### src/design/esm_pkg.sv
package esm_pkg;

    localparam int AVERAGE_COUNT = 2;
    localparam int DIV_W         = 42;
    localparam int STEP_W        = 6;
    localparam int ADDR_W        = 4;

    localparam logic [3:0]        AVG_TRIGGER   = 4'(AVERAGE_COUNT);
    localparam logic [31:0]       AVG_DIVISOR   = 32'(AVERAGE_COUNT);
    localparam logic [31:0]       FREQ_NUM_Q8   = 32'd256000000;
    localparam logic [STEP_W-1:0] STEPS_SHORT   = STEP_W'(32);
    localparam logic [STEP_W-1:0] STEPS_LONG    = STEP_W'(DIV_W);

    localparam logic [15:0] PULSES_RESET  = 16'd11;
    localparam logic [15:0] GEAR_RESET    = 16'd2458;
    localparam logic [31:0] TIMEOUT_RESET = 32'd200000;

    localparam logic [1:0] REG_PULSES  = 2'd0;
    localparam logic [1:0] REG_GEAR    = 2'd1;
    localparam logic [1:0] REG_TIMEOUT = 2'd2;

    localparam logic [1:0] DIR_NONE = 2'b00;
    localparam logic [1:0] DIR_FWD  = 2'b01;
    localparam logic [1:0] DIR_REV  = 2'b11;

    typedef enum logic [2:0] {
        ST_IDLE,
        ST_EDGE,
        ST_AVG_DIV,
        ST_UPDATE,
        ST_FREQ_DIV,
        ST_SPEED_PREP,
        ST_SPEED_DIV,
        ST_EMIT
    } state_t;

    typedef struct packed {
        logic [15:0] pulses;
        logic [15:0] gear;
        logic [31:0] timeout;
    } cfg_t;

    typedef struct packed {
        logic              start;
        logic [DIV_W-1:0]  dividend;
        logic [31:0]       divisor;
        logic [STEP_W-1:0] steps;
    } div_req_t;

    typedef struct packed {
        logic             done;
        logic [DIV_W-1:0] quotient;
    } div_rsp_t;

endpackage

### src/design/encoder_speed_meter_core.sv
// Period-based speed meter for a quadrature encoder. Each request is either a channel-A rising
// edge or a speed update, and each gives exactly one result. An edge request passes through the
// edge stage to the output stage, and when it completes an average it first waits while the
// average is formed by the bit-serial divider in 32 steps. An update goes straight to the
// output stage when the last edge has timed out or no averaged period exists yet. Otherwise the
// same divider, one quotient bit per cycle, first forms the frequency, kept to 28 bits. When
// that frequency is zero the update then goes to the output stage. When it is not zero the
// divider then forms the 42-bit speed quotient. The result appears in the same cycle as the
// block can take its next request. A new request is taken as soon as the previous one has left
// the working stages, even while its result still waits in the output register. An earlier
// result, still stalled in that register, holds the request in the output stage.
module encoder_speed_meter_core (
    input  logic                       clk,
    input  logic                       rst_n,
    input  logic                       item_valid,
    output logic                       item_stall,
    input  logic                       operation,
    input  logic [31:0]                time_us,
    input  logic                       channel_b_level,
    output logic                       result_valid,
    input  logic                       result_stall,
    output logic signed [31:0]         pulse_count,
    output logic signed [1:0]          direction,
    output logic [31:0]                period_us,
    output logic [27:0]                frequency_hz_q8,
    output logic signed [31:0]         speed_rpm_q8,
    input  logic                       psel,
    input  logic                       penable,
    input  logic                       pwrite,
    input  logic [esm_pkg::ADDR_W-1:0] paddr,
    input  logic [31:0]                pwdata,
    output logic [31:0]                prdata,
    output logic                       pready
);
    import esm_pkg::*;

    cfg_t     cfg;
    div_req_t div_req;
    div_rsp_t div_rsp;

    state_t      state_reg,     state_next;
    logic [31:0] time_reg,      time_next;
    logic        b_reg,         b_next;
    logic [31:0] last_reg,      last_next;
    logic [31:0] sum_reg,       sum_next;
    logic [3:0]  collected_reg, collected_next;
    logic [31:0] avg_reg,       avg_next;
    logic [1:0]  edge_dir_reg,  edge_dir_next;
    logic [31:0] count_reg,     count_next;
    logic [27:0] freq_reg,      freq_next;
    logic [31:0] speed_reg,     speed_next;
    logic [1:0]  dir_out_reg,   dir_out_next;
    logic [31:0] denom_reg,     denom_next;
    logic        out_valid_reg, out_valid_next;
    logic [31:0] out_count_reg;
    logic [1:0]  out_dir_reg;
    logic [31:0] out_period_reg;
    logic [27:0] out_freq_reg;
    logic [31:0] out_speed_reg;

    logic             out_load;
    logic [31:0]      elapsed;
    logic [31:0]      sum_total;
    logic [3:0]       collected_inc;
    logic [DIV_W-1:0] speed_num;

    function automatic logic [31:0] saturate(input logic [DIV_W-1:0] mag, input logic [1:0] dir);
        logic [31:0] res;
        res = 32'd0;
        if (dir == DIR_FWD)
        begin
            res = (|mag[DIV_W-1:31]) ? 32'h7FFF_FFFF : mag[31:0];
        end
        else if (dir == DIR_REV)
        begin
            res = ((|mag[DIV_W-1:32]) || (mag[31] && (|mag[30:0])))
                ? 32'h8000_0000 : 32'd0 - mag[31:0];
        end
        return res;
    endfunction

    esm_cfg u_cfg (
        .clk     (clk),
        .rst_n   (rst_n),
        .psel    (psel),
        .penable (penable),
        .pwrite  (pwrite),
        .paddr   (paddr),
        .pwdata  (pwdata),
        .prdata  (prdata),
        .pready  (pready),
        .cfg     (cfg)
    );

    esm_div u_div (
        .clk   (clk),
        .rst_n (rst_n),
        .req   (div_req),
        .rsp   (div_rsp)
    );

    assign item_stall = (state_reg != ST_IDLE);

    always_comb
    begin
        state_next     = state_reg;
        time_next      = time_reg;
        b_next         = b_reg;
        last_next      = last_reg;
        sum_next       = sum_reg;
        collected_next = collected_reg;
        avg_next       = avg_reg;
        edge_dir_next  = edge_dir_reg;
        count_next     = count_reg;
        freq_next      = freq_reg;
        speed_next     = speed_reg;
        dir_out_next   = dir_out_reg;
        denom_next     = denom_reg;
        div_req        = '0;
        out_load       = 1'b0;

        elapsed       = time_reg - last_reg;
        sum_total     = sum_reg + elapsed;
        collected_inc = collected_reg + 4'd1;
        // Frequency times 60 * 256 is formed as (f << 14) - (f << 10).
        speed_num     = {freq_reg, 14'd0} - {4'd0, freq_reg, 10'd0};

        case (state_reg)
            ST_IDLE:
            begin
                if (item_valid)
                begin
                    time_next  = time_us;
                    b_next     = channel_b_level;
                    state_next = operation ? ST_UPDATE : ST_EDGE;
                end
            end
            ST_EDGE:
            begin
                last_next = time_reg;
                if (b_reg)
                begin
                    count_next    = count_reg - 32'd1;
                    edge_dir_next = DIR_REV;
                    dir_out_next  = DIR_REV;
                end
                else
                begin
                    count_next    = count_reg + 32'd1;
                    edge_dir_next = DIR_FWD;
                    dir_out_next  = DIR_FWD;
                end
                if (collected_inc >= AVG_TRIGGER)
                begin
                    collected_next   = 4'd0;
                    sum_next         = 32'd0;
                    div_req.start    = 1'b1;
                    div_req.dividend = {sum_total, {(DIV_W-32){1'b0}}};
                    div_req.divisor  = AVG_DIVISOR;
                    div_req.steps    = STEPS_SHORT;
                    state_next       = ST_AVG_DIV;
                end
                else
                begin
                    collected_next = collected_inc;
                    sum_next       = sum_total;
                    state_next     = ST_EMIT;
                end
            end
            ST_AVG_DIV:
            begin
                if (div_rsp.done)
                begin
                    avg_next   = div_rsp.quotient[31:0];
                    state_next = ST_EMIT;
                end
            end
            ST_UPDATE:
            begin
                if ((elapsed <= cfg.timeout) && (avg_reg != 32'd0))
                begin
                    dir_out_next     = edge_dir_reg;
                    div_req.start    = 1'b1;
                    div_req.dividend = {FREQ_NUM_Q8, {(DIV_W-32){1'b0}}};
                    div_req.divisor  = avg_reg;
                    div_req.steps    = STEPS_SHORT;
                    state_next       = ST_FREQ_DIV;
                end
                else
                begin
                    dir_out_next = DIR_NONE;
                    freq_next    = 28'd0;
                    speed_next   = 32'd0;
                    state_next   = ST_EMIT;
                end
            end
            ST_FREQ_DIV:
            begin
                if (div_rsp.done)
                begin
                    freq_next  = div_rsp.quotient[27:0];
                    denom_next = 32'(cfg.pulses) * 32'(cfg.gear);
                    if (div_rsp.quotient[27:0] == 28'd0)
                    begin
                        speed_next = 32'd0;
                        state_next = ST_EMIT;
                    end
                    else
                    begin
                        state_next = ST_SPEED_PREP;
                    end
                end
            end
            ST_SPEED_PREP:
            begin
                div_req.start    = 1'b1;
                div_req.dividend = speed_num;
                div_req.divisor  = denom_reg;
                div_req.steps    = STEPS_LONG;
                state_next       = ST_SPEED_DIV;
            end
            ST_SPEED_DIV:
            begin
                if (div_rsp.done)
                begin
                    speed_next = saturate(div_rsp.quotient, dir_out_reg);
                    state_next = ST_EMIT;
                end
            end
            ST_EMIT:
            begin
                if (!out_valid_reg || !result_stall)
                begin
                    out_load   = 1'b1;
                    state_next = ST_IDLE;
                end
            end
            default:
            begin
                state_next = ST_IDLE;
            end
        endcase

        if (out_load)
        begin
            out_valid_next = 1'b1;
        end
        else if (!result_stall)
        begin
            out_valid_next = 1'b0;
        end
        else
        begin
            out_valid_next = out_valid_reg;
        end
    end

    always_ff @(posedge clk or negedge rst_n)
    begin
        if (!rst_n)
        begin
            state_reg     <= ST_IDLE;
            last_reg      <= '0;
            sum_reg       <= '0;
            collected_reg <= '0;
            avg_reg       <= '0;
            edge_dir_reg  <= DIR_NONE;
            count_reg     <= '0;
            freq_reg      <= '0;
            speed_reg     <= '0;
            out_valid_reg <= 1'b0;
        end
        else
        begin
            state_reg     <= state_next;
            last_reg      <= last_next;
            sum_reg       <= sum_next;
            collected_reg <= collected_next;
            avg_reg       <= avg_next;
            edge_dir_reg  <= edge_dir_next;
            count_reg     <= count_next;
            freq_reg      <= freq_next;
            speed_reg     <= speed_next;
            out_valid_reg <= out_valid_next;
        end
    end

    always_ff @(posedge clk)
    begin
        time_reg    <= time_next;
        b_reg       <= b_next;
        dir_out_reg <= dir_out_next;
        denom_reg   <= denom_next;
        if (out_load)
        begin
            out_count_reg  <= count_reg;
            out_dir_reg    <= dir_out_reg;
            out_period_reg <= avg_reg;
            out_freq_reg   <= freq_reg;
            out_speed_reg  <= speed_reg;
        end
    end

    assign result_valid    = out_valid_reg;
    assign pulse_count     = out_count_reg;
    assign direction       = out_dir_reg;
    assign period_us       = out_period_reg;
    assign frequency_hz_q8 = out_freq_reg;
    assign speed_rpm_q8    = out_speed_reg;

    // An accepted edge request always goes to the edge stage, and an update to the update stage.
    a_edge_dispatch: assert property (@(posedge clk) disable iff (!rst_n)
        item_valid && !item_stall && !operation |=> state_reg == ST_EDGE)
        else $error("edge request not dispatched to the edge stage");

    a_update_dispatch: assert property (@(posedge clk) disable iff (!rst_n)
        item_valid && !item_stall && operation |=> state_reg == ST_UPDATE)
        else $error("update request not dispatched to the update stage");

    // The divider only finishes while the controller is waiting for it.
    a_div_done_state: assert property (@(posedge clk) disable iff (!rst_n)
        div_rsp.done |-> (state_reg == ST_AVG_DIV || state_reg == ST_FREQ_DIV
                          || state_reg == ST_SPEED_DIV))
        else $error("divider finished outside a division stage");

    // A non-zero speed can only come from a non-zero frequency.
    a_speed_needs_freq: assert property (@(posedge clk) disable iff (!rst_n)
        result_valid && (speed_rpm_q8 != 32'sd0) |-> frequency_hz_q8 != 28'd0)
        else $error("non-zero speed reported with zero frequency");

endmodule

### src/design/esm_cfg.sv
module esm_cfg (
    input  logic                       clk,
    input  logic                       rst_n,
    input  logic                       psel,
    input  logic                       penable,
    input  logic                       pwrite,
    input  logic [esm_pkg::ADDR_W-1:0] paddr,
    input  logic [31:0]                pwdata,
    output logic [31:0]                prdata,
    output logic                       pready,
    output esm_pkg::cfg_t              cfg
);
    import esm_pkg::*;

    logic [15:0] pulses_reg;
    logic [15:0] gear_reg;
    logic [31:0] timeout_reg;
    logic        write_en;
    logic [1:0]  index;

    assign pready   = 1'b1;
    assign index    = paddr[3:2];
    assign write_en = psel && penable && pwrite;

    always_ff @(posedge clk or negedge rst_n)
    begin
        if (!rst_n)
        begin
            pulses_reg  <= PULSES_RESET;
            gear_reg    <= GEAR_RESET;
            timeout_reg <= TIMEOUT_RESET;
        end
        else if (write_en)
        begin
            case (index)
                REG_PULSES:  pulses_reg  <= pwdata[15:0];
                REG_GEAR:    gear_reg    <= pwdata[15:0];
                REG_TIMEOUT: timeout_reg <= pwdata;
                default:     ;
            endcase
        end
    end

    always_comb
    begin
        case (index)
            REG_PULSES:  prdata = {16'd0, pulses_reg};
            REG_GEAR:    prdata = {16'd0, gear_reg};
            REG_TIMEOUT: prdata = timeout_reg;
            default:     prdata = 32'd0;
        endcase
    end

    assign cfg.pulses  = pulses_reg;
    assign cfg.gear    = gear_reg;
    assign cfg.timeout = timeout_reg;

endmodule

### src/design/esm_div.sv
module esm_div (
    input  logic              clk,
    input  logic              rst_n,
    input  esm_pkg::div_req_t req,
    output esm_pkg::div_rsp_t rsp
);
    import esm_pkg::*;

    logic              busy_reg;
    logic              done_reg;
    logic [STEP_W-1:0] count_reg;
    logic [DIV_W-1:0]  quot_reg;
    logic [31:0]       rem_reg;
    logic [31:0]       divisor_reg;
    logic [32:0]       rem_shift;
    logic [33:0]       diff;
    logic              fits;

    always_comb
    begin
        rem_shift = {rem_reg, quot_reg[DIV_W-1]};
        diff      = {1'b0, rem_shift} - {2'b00, divisor_reg};
        fits      = !diff[33];
    end

    always_ff @(posedge clk or negedge rst_n)
    begin
        if (!rst_n)
        begin
            busy_reg  <= 1'b0;
            done_reg  <= 1'b0;
            count_reg <= '0;
        end
        else
        begin
            done_reg <= 1'b0;
            if (req.start)
            begin
                busy_reg  <= 1'b1;
                count_reg <= req.steps;
            end
            else if (busy_reg)
            begin
                count_reg <= count_reg - STEP_W'(1);
                if (count_reg == STEP_W'(1))
                begin
                    busy_reg <= 1'b0;
                    done_reg <= 1'b1;
                end
            end
        end
    end

    always_ff @(posedge clk)
    begin
        if (req.start)
        begin
            quot_reg    <= req.dividend;
            rem_reg     <= '0;
            divisor_reg <= req.divisor;
        end
        else if (busy_reg)
        begin
            rem_reg  <= fits ? diff[31:0] : rem_shift[31:0];
            quot_reg <= {quot_reg[DIV_W-2:0], fits};
        end
    end

    assign rsp.done     = done_reg;
    assign rsp.quotient = quot_reg;

endmodule

### config.mk
export PLATFORM = sky130hd
export DESIGN_NAME = encoder_speed_meter_core
export DESIGN_NICKNAME = d
export VERILOG_FILES = /design/src/design/esm_pkg.sv /design/src/design/encoder_speed_meter_core.sv /design/src/design/esm_cfg.sv /design/src/design/esm_div.sv
export SDC_FILE = /design/constraint.sdc
export NUM_CORES = 2
export LEC_CHECK = 0
export BUFFER_PORTS_ARGS = -buffer_cell sky130_fd_sc_hd__clkbuf_2
export CAP_MARGIN = 15
export CORE_UTILIZATION = 50
export DETAILED_ROUTE_END_ITERATION = 8
export PLACE_DENSITY = 0.7
export SETUP_SLACK_MARGIN = 0.2
export SYNTH_ARGS = -nofsm -noshare
export SYNTH_HDL_FRONTEND = slang
export SYNTH_SLANG_ARGS = --single-unit
### constraint.sdc
create_clock -name clk -period 7.1 [get_ports clk]
set_input_delay 1.42 -clock clk [delete_from_list [all_inputs] [get_ports clk]]
set_output_delay 1.42 -clock clk [all_outputs]
set_load 0.005 [all_outputs]
==> results.tsv <==
metric	value	unit
status	finished clean	
final worst-path cycle share	95.30	%
layout cells sized above 1	12.58	%
clk_skew	51.70	ps
Slowest-stage cell, CP	dfstp_2	
ys flop type	edfxtp_1	
mux share of post-synthesis cell area	2.823	%
H-tree levels	2	
top-area cell type share of the netlist area	20.72	%
Clk pin slew, worst setup/hold paths	70	ps
most used cell, CP	fa_1	
area share of and/or/nand/nor cells after synthesis	12.36	%
CTS tree	built	
Yosys Warn Count	0	
initial antenna violation count	1	
largest area contributor in the netlist	edfxtp_1	
largest net degree at the start of global routing	140	
Synth Area in Compound Gates	15.86	%
Routed wire per std cell	19.10	um
core area	76200	sq um
gr usage total	24.80	%
WL final	97720	um
Max clock buf depth	3	
crit-path cells	nand2_1 -> fa_1 -> fa_1 -> fa_1 -> inv_1 -> fa_1 -> fa_1 -> inv_1 -> fa_1 -> inv_1 -> ha_1 -> a21o_1 -> a21o_1 -> a21o_1 -> a21o_1 -> a21o_1 -> a221o_1 -> a31oi_1 -> o21ai_0 -> o41ai_1 -> xnor2_1	
Largest register FFs	42	
Setup-failing EPs final	0	
Synth async-reset ratio	47.45	%
Post-CTS Setup Bufs	0	
DIE HEIGHT	280.2	um
kind of critical path	reg2reg	
Synth Instances	3848	
via count	28767	
Register Area	15440	sq um
Synth Cell Area	38690	sq um
vias per cell	5.622	
ant diodes	0	
Row Count	101	
Fillers	6528	
register area share after synthesis	39.89	%
Initial Utilization	50.77	%
Critical Path End Type	flip-flop	
most common cell in the synthesized netlist	nand2_1	
Netlist cell types	83	
Port Buffer Count	234	
CP Data Arrival Time	7120	ps
#FFs+latches synth	569	
Top Ports	238	
max-cap viol count	0	
Detail Route Antenna Nets	0	
XOR/XNOR share of the synthesized area	3.771	%
max-slew violations	0	
clk sinks	569	
Area Overhead vs Synth	11.27	%
TritonCTS Buffers	60	
First-pass DRT Iterations	5	
number of synthesized flops with an enable pin	267	
Slew HR	24.87	%
WP data required	7450	ps
worst-margin pin slew	1127	ps
first-pass GRT wire length	153200	um
Hold Crit Class	reg2reg	
CP max stage delay	680	ps
Fmax achieved	147.8	MHz
drt drc	0	
syn_area_per_cell	10.05	sq um
most frequent cells after synthesis	nand2_1 (470), inv_1 (414), ha_1 (290)	
CP max FO	13	
Syn Nets	4413	
leading post-synthesis cells by cell area	edfxtp_1 (21%), dfrtp_1 (16%), fa_1 (10%)	
multi-input combinational cell area	21140	sq um
Final min period	6766	ps
gpl congestion	0.9071	
chip width	280.2	um
Reg2Reg Setup Slack	330	ps
Final WS setup	333.9	ps
Fin Setup TNS	0	ps
adder-cell share of the synthesized area	19.62	%
largest family of logic cells by synthesized area	adder cells	
RSZ-0062 raised after global routing	yes	
Skew-Pair Late Insertion Delay	660	ps
total gr overflow	0	
vias in the first global route	27577	
Nets	4600	
Root Driver	clkbuf_16	
Die Area	78490	sq um
Final Hold Vio Count	0	
HPWL after DPL	72880	um
hold_buf cts	0	
initial drt markers	2220	
CP Launch Type	flip-flop	
Place WS	342.6	ps
## per-layer routing
metal  share of wire, %  vias up  track usage (%)
li1                   -    13794                -
met5                  0        -                0
met1                 46    13879            36.17
met3                7.2      161            3.830
met2                 44      933            38.11
met4                2.7        0            7.244
## logic make-up after synthesis
kind of cell             count (synthesis)
AND/OR/NAND/NOR                       1010
other                                    1
adder cells (fa/ha/maj)                488
flip-flops                             569
XOR/XNOR                               165
AO/OA/AOI/OAI                          935
buffers and inverters                  579
multiplexers                           101
## path summary, 6_finish.rpt
path	from	endpoint	cells past startpoint
max	u_cfg.gear_reg[1]	denom_reg[31]	21
min	edge_dir_reg[0]	edge_dir_reg[0]	2
max reg2reg	u_cfg.gear_reg[1]	denom_reg[31]	21
min reg2reg	edge_dir_reg[0]	edge_dir_reg[0]	2
max in group asynchronous	rst_n	u_cfg.pulses_reg[15]	2
min in group asynchronous	rst_n	count_reg[10]	1
## repair_timing
| item | in CTS | in global routing |
|---|---|---|
| gates resized for setup | 0 | 3 |
| endpoints found under the hold margin | 0 | 0 |
| endpoints found under the setup margin | 0 | 48 |
## cell usage in the layout, fill, tap and decap left out, types with 36 or more instances in the layout
cell type,netlist,layout
nor3_1,52,50
inv_1,414,413
clkbuf_2,0,233
xor2_1,62,62
a21oi_1,180,179
dfrtp_1,255,254
clkbuf_16,0,60
buf_4,3,53
mux2i_1,36,36
nand2_1,470,468
fa_1,198,198
o31ai_1,48,48
a21o_1,118,118
and2_1,144,143
nor2_1,135,133
o21a_1,36,36
a22o_1,41,41
edfxtp_1,267,267
ha_1,290,290
o21ai_0,254,253
mux2_2,65,65
xnor2_1,102,102
nand3_1,42,42
## area by class of cell
class | instances | area share [%]
Inverter | 415 | 3.619
Clock inverter | 44 | 1.006
Timing Repair Buffer | 289 | 3.761
Tap cell | 1030 | 2.994
Multi-Input combinational cell | 2700 | 49.11
Clock buffer | 70 | 3.645
Sequential cell | 569 | 35.87
## critical path: cells and delay by family (launching register included)
kind	cells	cell delay, ps
adders and majority gates	7	3350
AOI/OAI and AO/OA	9	2060
DFF	1	680
buffers and inverters	3	150
and+or+nand+nor	1	120
xor gates and xnor gates	1	120
## metrics by stage
stage          utilization, %  hold slack, ps  instances  cell area (sq um)
6_report                56.49           450.5       5117              43050
4_1_cts                 56.48           452.3       5117              43040
3_3_place_gp            53.85           423.1       5003              41040
2_1_floorplan               -           411.4       3848              38690
3_5_place_dp            53.85           437.5       5003              41040
5_1_grt                 56.49           467.6       5117              43050
Power is left out: the tool's default activity adds up to more than one toggle a clock period on the data nets, which glitch-free logic cannot reach.
